File: src/hw/rtl/psc_pkg.sv
`timescale 1ns / 1ps
// Shared types, constants and the scale factor table of the pressure
// compensation core. No dependencies.
package psc_pkg;

	// Calibration block and field widths.
	localparam int CALIB_BYTES = 18;
	localparam int IDX_W       = 5;
	localparam int RAW_W       = 24;
	localparam int K_W         = 23;
	localparam int RATE_W      = 3;
	localparam int FRAC_W      = 32;     // fraction bits of Q8.32
	localparam int SCALED_W    = 40;     // Q8.32 scaled sample
	localparam int WIDE_W      = 64;     // Q40.24 polynomial terms
	localparam int Q_WIDE      = 24;     // fraction bits of Q40.24
	localparam int TEMP_SHIFT  = 15;     // c0/2 in Q16.16
	localparam int OUT_SHIFT   = 16;     // Q40.24 to Q24.8

	// Divider: quotient bits resolved per cycle.
	localparam int DIV_STEP  = 4;
	localparam int DIV_ITERS = SCALED_W / DIV_STEP;

	// Stream and register port widths.
	localparam int S_DATA_W = 40;
	localparam int S_USER_W = 2;
	localparam int M_DATA_W = 32;
	localparam int M_USER_W = 2;
	localparam int ADDR_W   = 3;
	localparam int APB_W    = 32;

	// Action codes on the input stream.
	localparam logic [S_USER_W-1:0] ACT_CAL   = 2'd0;
	localparam logic [S_USER_W-1:0] ACT_TEMP  = 2'd1;
	localparam logic [S_USER_W-1:0] ACT_PRESS = 2'd2;

	// Result kinds.
	localparam logic KIND_TEMP  = 1'b0;
	localparam logic KIND_PRESS = 1'b1;

	// Register indexes, decoded from paddr[2].
	localparam logic REG_PRESS_RATE = 1'b0;
	localparam logic REG_TEMP_RATE  = 1'b1;

	// Operations carried from the front to the back.
	typedef enum logic [1:0] {
		OP_CAL,
		OP_TEMP,
		OP_PRESS
	} op_t;

	// One queue entry.
	typedef struct packed {
		op_t              op;
		logic [IDX_W-1:0] idx;
		logic [7:0]       data;
		logic [RAW_W-1:0] raw;
		logic [K_W-1:0]   k;
	} entry_t;

	typedef struct packed {
		logic             start;
		logic [RAW_W-1:0] raw;
		logic [K_W-1:0]   k;
	} div_req_t;

	typedef struct packed {
		logic                done;
		logic [SCALED_W-1:0] quo;
	} div_rsp_t;

	typedef struct packed {
		logic                start;
		logic [WIDE_W-1:0]   a;
		logic [SCALED_W-1:0] b;
		logic                frac16;
	} mul_req_t;

	typedef struct packed {
		logic              done;
		logic [WIDE_W-1:0] res;
	} mul_rsp_t;

	// Scale factor for an oversampling rate index.
	function automatic logic [K_W-1:0] scale_factor(input logic [RATE_W-1:0] rate);
		logic [K_W-1:0] k;
		unique case (rate)
			3'd0: k = 23'd524288;
			3'd1: k = 23'd1572864;
			3'd2: k = 23'd3670016;
			3'd3: k = 23'd7864320;
			3'd4: k = 23'd253952;
			3'd5: k = 23'd516096;
			3'd6: k = 23'd1040384;
			3'd7: k = 23'd2088960;
		endcase
		return k;
	endfunction

endpackage

File: src/hw/rtl/psc_front.sv
`timescale 1ns / 1ps
// Front end: accepts input words, drops the ones without effect, attaches
// the scale factor and queues the rest. Depends on psc_pkg.
module psc_front #(
	parameter int QUEUE_DEPTH = 2
) (
	input  logic                          clk,
	input  logic                          arst_n,
	input  logic                          s_tvalid,
	output logic                          s_tready,
	input  logic [psc_pkg::S_DATA_W-1:0]  s_tdata,  // byte_index, calib_byte, raw_sample
	input  logic [psc_pkg::S_USER_W-1:0]  s_tuser,  // action
	input  logic [psc_pkg::RATE_W-1:0]    press_rate,
	input  logic [psc_pkg::RATE_W-1:0]    temp_osr,
	output psc_pkg::entry_t               head,
	output logic                          head_valid,
	input  logic                          pop
);
	import psc_pkg::*;

	localparam int PTR_W = (QUEUE_DEPTH > 1) ? $clog2(QUEUE_DEPTH) : 1;
	localparam int CNT_W = $clog2(QUEUE_DEPTH + 1);

	entry_t           mem_q [QUEUE_DEPTH];
	logic [PTR_W-1:0] wr_ptr_q;
	logic [PTR_W-1:0] rd_ptr_q;
	logic [CNT_W-1:0] cnt_q;
	entry_t           ent;
	logic             keep;
	logic             push;

	// Classify the incoming word.
	always_comb begin
		ent      = '0;
		ent.idx  = s_tdata[4:0];
		ent.data = s_tdata[12:5];
		ent.raw  = s_tdata[36:13];
		keep     = 1'b0;
		unique case (s_tuser)
			ACT_CAL: begin
				ent.op = OP_CAL;
				keep   = (ent.idx < IDX_W'(CALIB_BYTES));
			end
			ACT_TEMP: begin
				ent.op = OP_TEMP;
				ent.k  = scale_factor(temp_osr);
				keep   = 1'b1;
			end
			ACT_PRESS: begin
				ent.op = OP_PRESS;
				ent.k  = scale_factor(press_rate);
				keep   = 1'b1;
			end
			default: keep = 1'b0;
		endcase
	end

	assign s_tready   = (cnt_q != CNT_W'(QUEUE_DEPTH));
	assign push       = s_tvalid && s_tready && keep;
	assign head_valid = (cnt_q != '0);
	assign head       = mem_q[rd_ptr_q];

	// Queue pointers and fill count.
	always_ff @(posedge clk or negedge arst_n) begin
		if (!arst_n) begin
			wr_ptr_q <= '0;
			rd_ptr_q <= '0;
			cnt_q    <= '0;
		end else begin
			if (push) begin
				wr_ptr_q <= (wr_ptr_q == PTR_W'(QUEUE_DEPTH - 1)) ? '0 : wr_ptr_q + 1'b1;
			end
			if (pop) begin
				rd_ptr_q <= (rd_ptr_q == PTR_W'(QUEUE_DEPTH - 1)) ? '0 : rd_ptr_q + 1'b1;
			end
			if (push && !pop) begin
				cnt_q <= cnt_q + 1'b1;
			end else if (pop && !push) begin
				cnt_q <= cnt_q - 1'b1;
			end
		end
	end

	// Queue storage.
	always_ff @(posedge clk) begin
		if (push) begin
			mem_q[wr_ptr_q] <= ent;
		end
	end

	a_cnt_bound: assert property (@(posedge clk) disable iff (!arst_n)
		cnt_q <= CNT_W'(QUEUE_DEPTH))
		else $error("queue fill count above depth");
	a_no_underflow: assert property (@(posedge clk) disable iff (!arst_n)
		pop |-> cnt_q != '0)
		else $error("queue popped while empty");

endmodule

File: src/hw/rtl/psc_div.sv
`timescale 1ns / 1ps
// Iterative restoring divider for sample scaling: raw * 2^32 / k, rounded
// half away from zero, several quotient bits a cycle. Depends on psc_pkg.
module psc_div (
	input  logic              clk,
	input  logic              arst_n,
	input  psc_pkg::div_req_t req,
	output psc_pkg::div_rsp_t rsp
);
	import psc_pkg::*;

	localparam int REM_W = K_W + 1;
	localparam int NUM_W = RAW_W + FRAC_W;
	localparam int CNT_W = $clog2(DIV_ITERS + 1);

	logic                busy_q;
	logic                sign_q;
	logic                done_q;
	logic [CNT_W-1:0]    cnt_q;
	logic [REM_W-1:0]    rem_q;
	logic [SCALED_W-1:0] num_q;
	logic [SCALED_W-1:0] quo_q;
	logic [SCALED_W-1:0] res_q;
	logic [K_W-1:0]      k_q;
	logic                neg_q;
	logic [RAW_W-1:0]    raw_mag;
	logic [NUM_W-1:0]    num_init;
	logic [REM_W-1:0]    rem_nx;
	logic [SCALED_W-1:0] num_nx;
	logic [SCALED_W-1:0] quo_nx;

	// Numerator with the half divisor already added for rounding.
	always_comb begin
		raw_mag  = req.raw[RAW_W-1] ? (~req.raw + 1'b1) : req.raw;
		num_init = {raw_mag, FRAC_W'(req.k >> 1)};
	end

	// A few restoring steps per cycle.
	always_comb begin : div_steps
		logic [REM_W-1:0] r2;
		rem_nx = rem_q;
		num_nx = num_q;
		quo_nx = quo_q;
		for (int i = 0; i < DIV_STEP; i++) begin
			r2     = {rem_nx[REM_W-2:0], num_nx[SCALED_W-1]};
			num_nx = {num_nx[SCALED_W-2:0], 1'b0};
			if (r2 >= {1'b0, k_q}) begin
				rem_nx = r2 - {1'b0, k_q};
				quo_nx = {quo_nx[SCALED_W-2:0], 1'b1};
			end else begin
				rem_nx = r2;
				quo_nx = {quo_nx[SCALED_W-2:0], 1'b0};
			end
		end
	end

	// Control: iterate, then apply the sign.
	always_ff @(posedge clk or negedge arst_n) begin
		if (!arst_n) begin
			busy_q <= 1'b0;
			sign_q <= 1'b0;
			done_q <= 1'b0;
			cnt_q  <= '0;
		end else begin
			done_q <= !req.start && !busy_q && sign_q;
			if (req.start) begin
				busy_q <= 1'b1;
				cnt_q  <= '0;
			end else if (busy_q) begin
				if (cnt_q == CNT_W'(DIV_ITERS - 1)) begin
					busy_q <= 1'b0;
					sign_q <= 1'b1;
				end
				cnt_q <= cnt_q + 1'b1;
			end else if (sign_q) begin
				sign_q <= 1'b0;
			end
		end
	end

	// Datapath. The top numerator bits are below k since the quotient fits.
	always_ff @(posedge clk) begin
		if (req.start) begin
			rem_q <= REM_W'(num_init[NUM_W-1:SCALED_W]);
			num_q <= num_init[SCALED_W-1:0];
			quo_q <= '0;
			k_q   <= req.k;
			neg_q <= req.raw[RAW_W-1];
		end else if (busy_q) begin
			rem_q <= rem_nx;
			num_q <= num_nx;
			quo_q <= quo_nx;
		end
		if (sign_q) begin
			res_q <= neg_q ? (~quo_q + 1'b1) : quo_q;
		end
	end

	assign rsp.done = done_q;
	assign rsp.quo  = res_q;

endmodule

File: src/hw/rtl/psc_mul.sv
`timescale 1ns / 1ps
// Sequential signed multiplier: four registered partial products, then a
// rounded shift by 16 or 32 on the magnitude and the sign. Depends on psc_pkg.
module psc_mul (
	input  logic              clk,
	input  logic              arst_n,
	input  psc_pkg::mul_req_t req,
	output psc_pkg::mul_rsp_t rsp
);
	import psc_pkg::*;

	localparam int AH     = WIDE_W / 2;
	localparam int BH     = SCALED_W / 2;
	localparam int PP_W   = AH + BH;
	localparam int PROD_W = WIDE_W + SCALED_W;
	localparam int N_PP   = 4;
	localparam int CNT_RND = N_PP + 1;
	localparam int CNT_SGN = N_PP + 2;
	localparam int CNT_W  = $clog2(CNT_SGN + 1);

	logic                busy_q;
	logic                done_q;
	logic [CNT_W-1:0]    cnt_q;
	logic [WIDE_W-1:0]   a_q;
	logic [SCALED_W-1:0] b_q;
	logic                neg_q;
	logic                f16_q;
	logic [PP_W-1:0]     pp_s1;
	logic [1:0]          pp_sel_s1;
	logic                pp_vld_s1;
	logic [PROD_W-1:0]   acc_q;
	logic [WIDE_W-1:0]   mag_q;
	logic [WIDE_W-1:0]   res_q;
	logic [AH-1:0]       a_chunk;
	logic [BH-1:0]       b_chunk;
	logic [PROD_W-1:0]   pp_aligned;
	logic [PROD_W-1:0]   rnd_sum;

	// Operand chunks for the current partial product.
	always_comb begin
		a_chunk = cnt_q[1] ? a_q[WIDE_W-1:AH] : a_q[AH-1:0];
		b_chunk = cnt_q[0] ? b_q[SCALED_W-1:BH] : b_q[BH-1:0];
	end

	// Place the registered partial product.
	always_comb begin
		unique case (pp_sel_s1)
			2'd0: pp_aligned = PROD_W'(pp_s1);
			2'd1: pp_aligned = PROD_W'(pp_s1) << BH;
			2'd2: pp_aligned = PROD_W'(pp_s1) << AH;
			2'd3: pp_aligned = PROD_W'(pp_s1) << (AH + BH);
		endcase
	end

	assign rnd_sum = acc_q + (f16_q ? (PROD_W'(1) << (OUT_SHIFT - 1))
	                                : (PROD_W'(1) << (FRAC_W - 1)));

	// Step counter.
	always_ff @(posedge clk or negedge arst_n) begin
		if (!arst_n) begin
			busy_q    <= 1'b0;
			done_q    <= 1'b0;
			cnt_q     <= '0;
			pp_vld_s1 <= 1'b0;
		end else begin
			done_q    <= !req.start && busy_q && (cnt_q == CNT_W'(CNT_SGN));
			pp_vld_s1 <= busy_q && (cnt_q < CNT_W'(N_PP));
			if (req.start) begin
				busy_q <= 1'b1;
				cnt_q  <= '0;
			end else if (busy_q) begin
				if (cnt_q == CNT_W'(CNT_SGN)) begin
					busy_q <= 1'b0;
				end
				cnt_q <= cnt_q + 1'b1;
			end
		end
	end

	// Magnitudes, partial products, accumulation, rounding and sign.
	always_ff @(posedge clk) begin
		if (req.start) begin
			a_q   <= req.a[WIDE_W-1] ? (~req.a + 1'b1) : req.a;
			b_q   <= req.b[SCALED_W-1] ? (~req.b + 1'b1) : req.b;
			neg_q <= req.a[WIDE_W-1] ^ req.b[SCALED_W-1];
			f16_q <= req.frac16;
			acc_q <= '0;
		end else if (pp_vld_s1) begin
			acc_q <= acc_q + pp_aligned;
		end
		pp_s1     <= a_chunk * b_chunk;
		pp_sel_s1 <= cnt_q[1:0];
		if (busy_q && cnt_q == CNT_W'(CNT_RND)) begin
			mag_q <= f16_q ? rnd_sum[OUT_SHIFT +: WIDE_W] : rnd_sum[FRAC_W +: WIDE_W];
		end
		if (busy_q && cnt_q == CNT_W'(CNT_SGN)) begin
			res_q <= neg_q ? (~mag_q + 1'b1) : mag_q;
		end
	end

	assign rsp.done = done_q;
	assign rsp.res  = res_q;

endmodule

File: src/hw/rtl/psc_back.sv
`timescale 1ns / 1ps
// Back end: calibration store, coefficient unpacking, the compensation
// sequencer and the output register. Depends on psc_pkg.
module psc_back (
	input  logic                          clk,
	input  logic                          arst_n,
	input  psc_pkg::entry_t               head,
	input  logic                          head_valid,
	output logic                          pop,
	output psc_pkg::div_req_t             div_req,
	input  psc_pkg::div_rsp_t             div_rsp,
	output psc_pkg::mul_req_t             mul_req,
	input  psc_pkg::mul_rsp_t             mul_rsp,
	output logic                          m_tvalid,
	input  logic                          m_tready,
	output logic [psc_pkg::M_DATA_W-1:0]  m_tdata,  // value
	output logic [psc_pkg::M_USER_W-1:0]  m_tuser   // kind, saturated
);
	import psc_pkg::*;

	typedef enum logic [5:0] {
		ST_IDLE  = 6'b000001,
		ST_DIV   = 6'b000010,
		ST_ISSUE = 6'b000100,
		ST_MUL   = 6'b001000,
		ST_RND   = 6'b010000,
		ST_EMIT  = 6'b100000
	} state_t;

	// Which product is in flight, named after the term it feeds.
	typedef enum logic [2:0] {
		SP_TEMP,
		SP_C30,
		SP_T2,
		SP_T1,
		SP_C21,
		SP_U1,
		SP_UT
	} step_t;

	localparam logic [M_DATA_W-1:0] OUT_MAX = 32'h7FFF_FFFF;
	localparam logic [M_DATA_W-1:0] OUT_MIN = 32'h8000_0000;

	state_t                     state_q;
	step_t                      step_q;
	logic [7:0]                 cal_q [CALIB_BYTES];
	logic signed [SCALED_W-1:0] ts_q;
	logic signed [SCALED_W-1:0] ps_q;
	logic signed [WIDE_W-1:0]   t_q;
	logic signed [WIDE_W-1:0]   p_q;
	logic                       kind_q;
	logic                       out_valid_q;
	logic [M_DATA_W-1:0]        out_value_q;
	logic                       out_kind_q;
	logic                       out_sat_q;

	logic signed [11:0]         c0, c1;
	logic signed [19:0]         c00, c10;
	logic signed [15:0]         c01, c11, c20, c21, c30;
	logic signed [WIDE_W-1:0]   prod;
	logic                       sat;
	logic [M_DATA_W-1:0]        sat_value;
	logic                       out_free;

	// Unpack the calibration bytes into signed coefficients.
	always_comb begin
		c0  = {cal_q[0], cal_q[1][7:4]};
		c1  = {cal_q[1][3:0], cal_q[2]};
		c00 = {cal_q[3], cal_q[4], cal_q[5][7:4]};
		c10 = {cal_q[5][3:0], cal_q[6], cal_q[7]};
		c01 = {cal_q[8], cal_q[9]};
		c11 = {cal_q[10], cal_q[11]};
		c20 = {cal_q[12], cal_q[13]};
		c21 = {cal_q[14], cal_q[15]};
		c30 = {cal_q[16], cal_q[17]};
	end

	assign prod     = $signed(mul_rsp.res);
	assign out_free = !out_valid_q || m_tready;

	// Requests to the queue, divider and multiplier.
	always_comb begin
		pop           = (state_q == ST_IDLE) && head_valid;
		div_req.start = pop && (head.op == OP_TEMP || head.op == OP_PRESS);
		div_req.raw   = head.raw;
		div_req.k     = head.k;
		mul_req.start  = (state_q == ST_ISSUE);
		mul_req.frac16 = (step_q == SP_TEMP);
		unique case (step_q)
			SP_TEMP: mul_req.a = WIDE_W'(c1);
			SP_C30:  mul_req.a = WIDE_W'(c30) <<< Q_WIDE;
			SP_C21:  mul_req.a = WIDE_W'(c21) <<< Q_WIDE;
			default: mul_req.a = t_q;
		endcase
		mul_req.b = (step_q == SP_TEMP || step_q == SP_UT) ? ts_q : ps_q;
	end

	// Clip to 32 bits.
	always_comb begin
		sat       = !((&p_q[WIDE_W-1:M_DATA_W-1]) || !(|p_q[WIDE_W-1:M_DATA_W-1]));
		sat_value = p_q[WIDE_W-1] ? OUT_MIN : OUT_MAX;
	end

	// Sequencer and state registers.
	always_ff @(posedge clk or negedge arst_n) begin
		if (!arst_n) begin
			state_q     <= ST_IDLE;
			step_q      <= SP_TEMP;
			ts_q        <= '0;
			out_valid_q <= 1'b0;
			for (int i = 0; i < CALIB_BYTES; i++) begin
				cal_q[i] <= '0;
			end
		end else begin
			// A new word takes the output register as the old one leaves.
			if (state_q == ST_EMIT && out_free) begin
				out_valid_q <= 1'b1;
			end else if (m_tvalid && m_tready) begin
				out_valid_q <= 1'b0;
			end
			unique case (state_q)
				ST_IDLE: begin
					if (pop) begin
						unique case (head.op)
							OP_CAL:   cal_q[head.idx] <= head.data;
							OP_TEMP:  state_q <= ST_DIV;
							OP_PRESS: state_q <= ST_DIV;
							default:  state_q <= ST_IDLE;
						endcase
					end
				end
				ST_DIV: begin
					if (div_rsp.done) begin
						if (kind_q == KIND_TEMP) begin
							ts_q   <= $signed(div_rsp.quo);
							step_q <= SP_TEMP;
						end else begin
							step_q <= SP_C30;
						end
						state_q <= ST_ISSUE;
					end
				end
				ST_ISSUE: state_q <= ST_MUL;
				ST_MUL: begin
					if (mul_rsp.done) begin
						unique case (step_q)
							SP_TEMP: state_q <= ST_EMIT;
							SP_C30: begin
								step_q  <= SP_T2;
								state_q <= ST_ISSUE;
							end
							SP_T2: begin
								step_q  <= SP_T1;
								state_q <= ST_ISSUE;
							end
							SP_T1: begin
								step_q  <= SP_C21;
								state_q <= ST_ISSUE;
							end
							SP_C21: begin
								step_q  <= SP_U1;
								state_q <= ST_ISSUE;
							end
							SP_U1: begin
								step_q  <= SP_UT;
								state_q <= ST_ISSUE;
							end
							SP_UT:   state_q <= ST_RND;
							default: state_q <= ST_IDLE;
						endcase
					end
				end
				ST_RND: state_q <= ST_EMIT;
				ST_EMIT: begin
					if (out_free) begin
						state_q <= ST_IDLE;
					end
				end
				default: state_q <= ST_IDLE;
			endcase
		end
	end

	// Polynomial datapath and output payload.
	always_ff @(posedge clk) begin
		if (div_req.start) begin
			kind_q <= (head.op == OP_TEMP) ? KIND_TEMP : KIND_PRESS;
		end
		if (state_q == ST_DIV && div_rsp.done && kind_q == KIND_PRESS) begin
			ps_q <= $signed(div_rsp.quo);
		end
		if (state_q == ST_MUL && mul_rsp.done) begin
			unique case (step_q)
				SP_TEMP: p_q <= (WIDE_W'(c0) <<< TEMP_SHIFT) + prod;
				SP_C30:  t_q <= (WIDE_W'(c20) <<< Q_WIDE) + prod;
				SP_T2:   t_q <= (WIDE_W'(c10) <<< Q_WIDE) + prod;
				SP_T1:   p_q <= (WIDE_W'(c00) <<< Q_WIDE) + prod;
				SP_C21:  t_q <= (WIDE_W'(c11) <<< Q_WIDE) + prod;
				SP_U1:   t_q <= (WIDE_W'(c01) <<< Q_WIDE) + prod;
				SP_UT:   p_q <= p_q + prod;
				default: p_q <= p_q;
			endcase
		end
		// Round half away from zero in one add: negative values take one less.
		if (state_q == ST_RND) begin
			p_q <= (p_q + (p_q[WIDE_W-1] ? WIDE_W'((1 << (OUT_SHIFT - 1)) - 1)
			                             : WIDE_W'(1 << (OUT_SHIFT - 1)))) >>> OUT_SHIFT;
		end
		if (state_q == ST_EMIT && out_free) begin
			out_value_q <= sat ? sat_value : p_q[M_DATA_W-1:0];
			out_sat_q   <= sat;
			out_kind_q  <= kind_q;
		end
	end

	assign m_tvalid = out_valid_q;
	assign m_tdata  = out_value_q;
	assign m_tuser  = {out_sat_q, out_kind_q};

	a_div_in_state: assert property (@(posedge clk) disable iff (!arst_n)
		div_rsp.done |-> state_q == ST_DIV)
		else $error("divider finished outside the divide state");
	a_mul_in_state: assert property (@(posedge clk) disable iff (!arst_n)
		mul_rsp.done |-> state_q == ST_MUL)
		else $error("multiplier finished outside the multiply state");
	a_no_overwrite: assert property (@(posedge clk) disable iff (!arst_n)
		state_q == ST_EMIT && out_valid_q && !m_tready |=> state_q == ST_EMIT)
		else $error("pending result word would be overwritten");

endmodule

File: src/hw/rtl/pressure_sensor_compensation_core.sv
`timescale 1ns / 1ps
// Top level of the pressure and temperature compensation core: register
// port, front end queue, back end sequencer and arithmetic units.
// Depends on psc_pkg, psc_front, psc_div, psc_mul and psc_back.
//
// Usage:
// - Input stream (s_*): each word is a calibration byte, a raw temperature
//   sample or a raw pressure sample, selected by s_tuser. Calibration bytes
//   load the 18-byte coefficient block and produce no output. Words with an
//   unknown action or a byte index past the block are dropped.
// - Output stream (m_*): one word per sample, temperature in Q16.16 degC or
//   pressure in Q24.8 Pa, with kind and a saturation flag in m_tuser.
// - Register port: rate index for pressure at 0x0, for temperature at 0x4.
//   Write only while no sample is in flight.
// In the back end a sample goes through the divider (4 quotient bits a
// cycle) and then the shared multiplier, one product for temperature and
// six for pressure. Samples are handled one at a time; the queue keeps
// accepting while it has room and the back end works. A stalled output
// holds its word and the back end waits only when its next result is
// ready. Reset clears the coefficients, the stored temperature, the rate
// registers and the queue.
module pressure_sensor_compensation_core #(
	parameter int QUEUE_DEPTH = 2
) (
	input  logic                          clk,
	input  logic                          arst_n,
	// Register port.
	input  logic                          psel,
	input  logic                          penable,
	input  logic                          pwrite,
	input  logic [psc_pkg::ADDR_W-1:0]    paddr,
	input  logic [psc_pkg::APB_W-1:0]     pwdata,
	output logic [psc_pkg::APB_W-1:0]     prdata,
	output logic                          pready,
	// Input stream.
	input  logic                          s_tvalid,
	output logic                          s_tready,
	input  logic [psc_pkg::S_DATA_W-1:0]  s_tdata,  // byte_index[4:0], calib_byte[12:5], raw_sample[36:13]
	input  logic [psc_pkg::S_USER_W-1:0]  s_tuser,  // action[1:0]
	// Output stream.
	output logic                          m_tvalid,
	input  logic                          m_tready,
	output logic [psc_pkg::M_DATA_W-1:0]  m_tdata,  // value[31:0]
	output logic [psc_pkg::M_USER_W-1:0]  m_tuser   // kind[0], saturated[1]
);
	import psc_pkg::*;

	logic [RATE_W-1:0] press_rate_q;
	logic [RATE_W-1:0] temp_osr_q;
	logic              cfg_we;
	entry_t            head;
	logic              head_valid;
	logic              pop;
	div_req_t          div_req;
	div_rsp_t          div_rsp;
	mul_req_t          mul_req;
	mul_rsp_t          mul_rsp;

	// Register port: writes land in the access cycle.
	assign pready = 1'b1;
	assign cfg_we = psel && penable && pwrite && pready;
	assign prdata = APB_W'((paddr[2] == REG_TEMP_RATE) ? temp_osr_q : press_rate_q);

	always_ff @(posedge clk or negedge arst_n) begin
		if (!arst_n) begin
			press_rate_q <= '0;
			temp_osr_q   <= '0;
		end else if (cfg_we) begin
			if (paddr[2] == REG_TEMP_RATE) begin
				temp_osr_q <= pwdata[RATE_W-1:0];
			end else begin
				press_rate_q <= pwdata[RATE_W-1:0];
			end
		end
	end

	psc_front #(
		.QUEUE_DEPTH (QUEUE_DEPTH)
	) u_front (
		.clk        (clk),
		.arst_n     (arst_n),
		.s_tvalid   (s_tvalid),
		.s_tready   (s_tready),
		.s_tdata    (s_tdata),
		.s_tuser    (s_tuser),
		.press_rate (press_rate_q),
		.temp_osr   (temp_osr_q),
		.head       (head),
		.head_valid (head_valid),
		.pop        (pop)
	);

	psc_div u_div (
		.clk    (clk),
		.arst_n (arst_n),
		.req    (div_req),
		.rsp    (div_rsp)
	);

	psc_mul u_mul (
		.clk    (clk),
		.arst_n (arst_n),
		.req    (mul_req),
		.rsp    (mul_rsp)
	);

	psc_back u_back (
		.clk        (clk),
		.arst_n     (arst_n),
		.head       (head),
		.head_valid (head_valid),
		.pop        (pop),
		.div_req    (div_req),
		.div_rsp    (div_rsp),
		.mul_req    (mul_req),
		.mul_rsp    (mul_rsp),
		.m_tvalid   (m_tvalid),
		.m_tready   (m_tready),
		.m_tdata    (m_tdata),
		.m_tuser    (m_tuser)
	);

endmodule

File: config.mk
export PLATFORM = sky130hd
export DESIGN_NAME = pressure_sensor_compensation_core
export DESIGN_NICKNAME = d
export VERILOG_FILES = /design/src/hw/rtl/psc_pkg.sv /design/src/hw/rtl/psc_front.sv /design/src/hw/rtl/psc_div.sv /design/src/hw/rtl/psc_mul.sv /design/src/hw/rtl/psc_back.sv /design/src/hw/rtl/pressure_sensor_compensation_core.sv
export SDC_FILE = /design/constraint.sdc
export NUM_CORES = 2
export LEC_CHECK = 0
export BUFFER_PORTS_ARGS = -buffer_cell sky130_fd_sc_hd__buf_2
export CORE_ASPECT_RATIO = 2
export CORE_MARGIN = 2
export CORE_UTILIZATION = 65
export DETAILED_ROUTE_END_ITERATION = 16
export PLACE_DENSITY = 0.82
export SETUP_SLACK_MARGIN = 0.05
export SLEW_MARGIN = 25
export SYNTH_ARGS = -nofsm -noshare
export SYNTH_HDL_FRONTEND = slang
export SYNTH_SLANG_ARGS = --single-unit
File: constraint.sdc
create_clock -name clk -period 12.1 [get_ports clk]
set_clock_uncertainty 0.2 [all_clocks]
set_input_delay 0.605 -clock clk [delete_from_list [all_inputs] [get_ports clk]]
set_output_delay 0.605 -clock clk [all_outputs]
set_load 0.02 [all_outputs]
==> metrics.yaml <==
run_status:
  status: "completed"
cts:
  cts_resized: 0
  numCtsBuffers: 91
  clk-insertion-delay-late_ps: 770
  post_cts_buffers: 0
  cts_tree: "done"
  path_clk_slew_ps: 70
  cts_max_level: 3
  cts_root_buffer: "clkbuf_16"
  clock-sinks: 1029
  clock_tree.buffer_depth: 3
timing:
  min_period_over_period_pct: 89.0
  rsz0062_at_grt: "no"
  maxSlewViolCount: 0
  fin_tns_setup_ps: 0
  fmax_mhz: 92.9
  hold_violations: 0
  setup_viol: 0
  min_period_ps: 10760
  tightest_slew_ps: 1150
  maxSlewHeadroom_pct: 21.4
yosys:
  synthXorXnorAreaFrac_pct: 6.79
  synth_cell_types: 107
  syn-cell-area_um2: 84300
  synth_largest_area_cell: "edfxtp_1"
  ys_ff_latch: 1029
  synth_compound_area_share_pct: 14.4
  synth_ff_type: "edfxtp_1"
  seq_area_frac_synth_pct: 32.9
  yosys.area_share.simple_pct: 14.5
  synth_fa_ha_area_share_pct: 20.7
  synthArstFlopShare_pct: 21.1
  synth_top_area_share_pct: 21.6
  synth_top_family_by_area: "adder cells"
  muxShareOfSynthArea_pct: 5.67
  syn_inst: 8943
  synthTopCellsByArea: "edfxtp_1 22%, fa_1 13%, ha_1 7.8%"
  synth_warnings: 0
  avgSynthCellArea_um2: 9.42
  synth_edf_count: 605
place:
  dp_hpwl_um: 229000
  gp_congestion: 1.14
  port_buffers: 88
grt:
  busiest_layer: "met2"
  met1_usage_pct: 38.7
  antenna_found_initial: 12
  grtUsageMet3_pct: 13.1
  grt_pass1_wl_um: 445000
  globalRoute.totalOverflow: 0
  grtUsageTotal_pct: 45.6
  grt_max_degree: 109
  grt_pass1_vias: 74358
  grtUsageMet2_pct: 78.0
final_layout:
  ff_latch_area_um2: 27800
  multiInputGateArea_um2: 52700
  synthToLayoutAreaGrowth_pct: 6.86
  fin_nets: 10037
  drive_gt1_share_pct: 6.88
  fill_cells: 9765
detailed_routing:
  drt-total-wl_um: 301000
  drc: 0
  vias: 71249
  drt_iter0_drc: 6192
  wl_per_cell_um: 28.2
  first_pass_iters: 8
  vias_per_cell: 6.68
  ant_nets: 0
hold_path:
  hold_path_class: "primary input to flip-flop"
floorplanning:
  die_y_um: 513
  pin_count: 153
  core_area_um2: 128000
  die_area_um2: 133000
  die_width_um: 259
  initial_core_util_pct: 65.6
  rows: 186
critical_path:
  crit_type: "flip-flop to flip-flop"
  worstPathArrival_ps: 11190
  critPathTopFamily: "compound AO/OA/AOI/OAI gates"
  start_kind: "flip-flop"
  crit_buf_inv: 4
  cp-end-kind: "flip-flop"
  worst_ep_required_time_ps: 12520
  worst_path_most_repeated_cell: "a21oi_1"
  crit_path_max_incr_delay_ps: 620
  crit_slowest_cell: "edfxtp_1"
  path_max_fanout: 20
flow_run:
  maxCapViolations: 0
## what timing repair did
action,in CTS,in global routing
setup endpoints to repair,0,0
hold buffers,41,0
endpoints found under the hold margin,185,0
## placed cells by master (no fill, tap or decap), types with 70 or more instances in the layout
| cell type | netlist | layout |
|---|---|---|
| a21o_1 | 233 | 233 |
| nand3_1 | 154 | 154 |
| a21oi_1 | 546 | 544 |
| and3_1 | 83 | 80 |
| edfxtp_1 | 605 | 605 |
| xnor2_1 | 424 | 423 |
| nand2b_1 | 75 | 74 |
| xor2_1 | 229 | 229 |
| nand2_1 | 1038 | 1035 |
| nor2_1 | 794 | 790 |
| fa_1 | 542 | 542 |
| buf_2 | 6 | 87 |
| a211oi_1 | 71 | 70 |
| nor3_1 | 118 | 117 |
| o21ai_0 | 497 | 496 |
| mux2i_1 | 335 | 311 |
| buf_4 | 32 | 116 |
| a31oi_1 | 70 | 70 |
| inv_1 | 656 | 655 |
| mux2_2 | 123 | 123 |
| clkbuf_16 | 0 | 97 |
| dfxtp_1 | 207 | 206 |
| nand4_1 | 73 | 73 |
| dfrtp_1 | 216 | 210 |
| ha_1 | 524 | 524 |
| and2_1 | 74 | 73 |
## synth_stat cells (39+ instances only)
cell type	count
o31ai_1	62
mux2_2	123
o22ai_1	46
dfrtp_1	216
mux2i_1	335
and2_1	74
nand2_1	1038
or3_1	60
edfxtp_1	605
dfxtp_1	207
a21o_1	233
nand3_1	154
a21oi_1	546
nor2b_1	70
ha_1	524
nand4_1	73
a211oi_1	71
nor4_1	40
and3_1	83
o21bai_1	69
nor3_1	118
clkbuf_1	344
inv_1	656
nor2_1	794
a31oi_1	70
buf_1	39
fa_1	542
nand2b_1	75
xor2_1	229
o21ai_0	497
o21a_1	61
xnor2_1	424
## state kept, by name, indices dropped and copies added (netlist names), 20 cells and up
| signal | flops |
|---|---|
| u_back.ps_q | 40 |
| u_div.quo_q | 40 |
| u_mul.res_q | 64 |
| u_back.m_tdata | 32 |
| u_back.p_q | 64 |
| u_back.t_q | 64 |
| u_mul.pp_s1 | 52 |
| u_back.c00 | 20 |
| u_mul.b_q | 40 |
| u_div.num_q | 25 |
| u_mul.acc_q | 96 |
| u_div.rem_q | 23 |
| u_front.mem_q | 90 |
| u_mul.mag_q | 64 |
| u_mul.a_q | 64 |
| u_div.res_q | 40 |
| u_back.c10 | 20 |
| u_back.ts_q | 40 |
## layer usage
layer	vias up	share of wire [%]
met5	-	0.013
met4	6	15
met3	2025	8.6
met2	4073	49
met1	34224	27
li1	30921	-
## worst paths after layout
path	slack (ps)	depth (start not counted)	to	start
max	1340	42	u_div.rem_q[21]	u_div.k_q[17]
min reg2reg	240	0	u_back.ps_q[17]	u_div.res_q[17]
max reg2reg	1340	42	u_div.rem_q[21]	u_div.k_q[17]
min in group asynchronous	240	2	u_div.cnt_q[0]	arst_n
max in group asynchronous	9810	3	u_mul.pp_vld_s1	arst_n
min	50	3	u_back.m_tvalid	m_tready
## through the flow
stage | std cells | hold WS (ps) | utilization, % | worst slack [ps] | area, um^2
finish | 10669 | 46.3 | 70.1 | 1340 | 90000
CTS | 10658 | 31.4 | 70.0 | 1680 | 89900
detailed placement | 10445 | 231 | 67.2 | 1650 | 86300
floorplan | 8971 | 109 | - | 2780 | 84400
global placement | 10445 | 223 | 67.1 | 1700 | 86300
global route | 10661 | 57.4 | 70.1 | 936 | 90000
## worst min-delay path, cell delays in order
cell and delay, ps:
buf_2 70, nand2b_1 200, nand2_1 70
## logic make-up (layout without fill, tap and decap cells)
group                      count (synthesis)  after routing
AOI/OAI and AO/OA                       1934           1934
muxes                                    461            461
adders and majority gates               1068           1068
other                                      2             41
buffers and inverters                   1083           1078
DFF                                     1029           1029
and+or+nand+nor                         2713           2713
xor gates and xnor gates                 653            653
## area by class of cell
class	count	share of cell area, %
sequential	1029	30.8
clock buffer	120	2.89
clock inverter	52	0.711
multi-input combinational	6859	58.5
antenna	11	0.0306
timing repair buffer	246	1.94
inverter	660	2.76
tap	1692	2.35
Power is left out: the tool's default activity adds up to more than one toggle a clock period on the data nets, which glitch-free logic cannot reach.
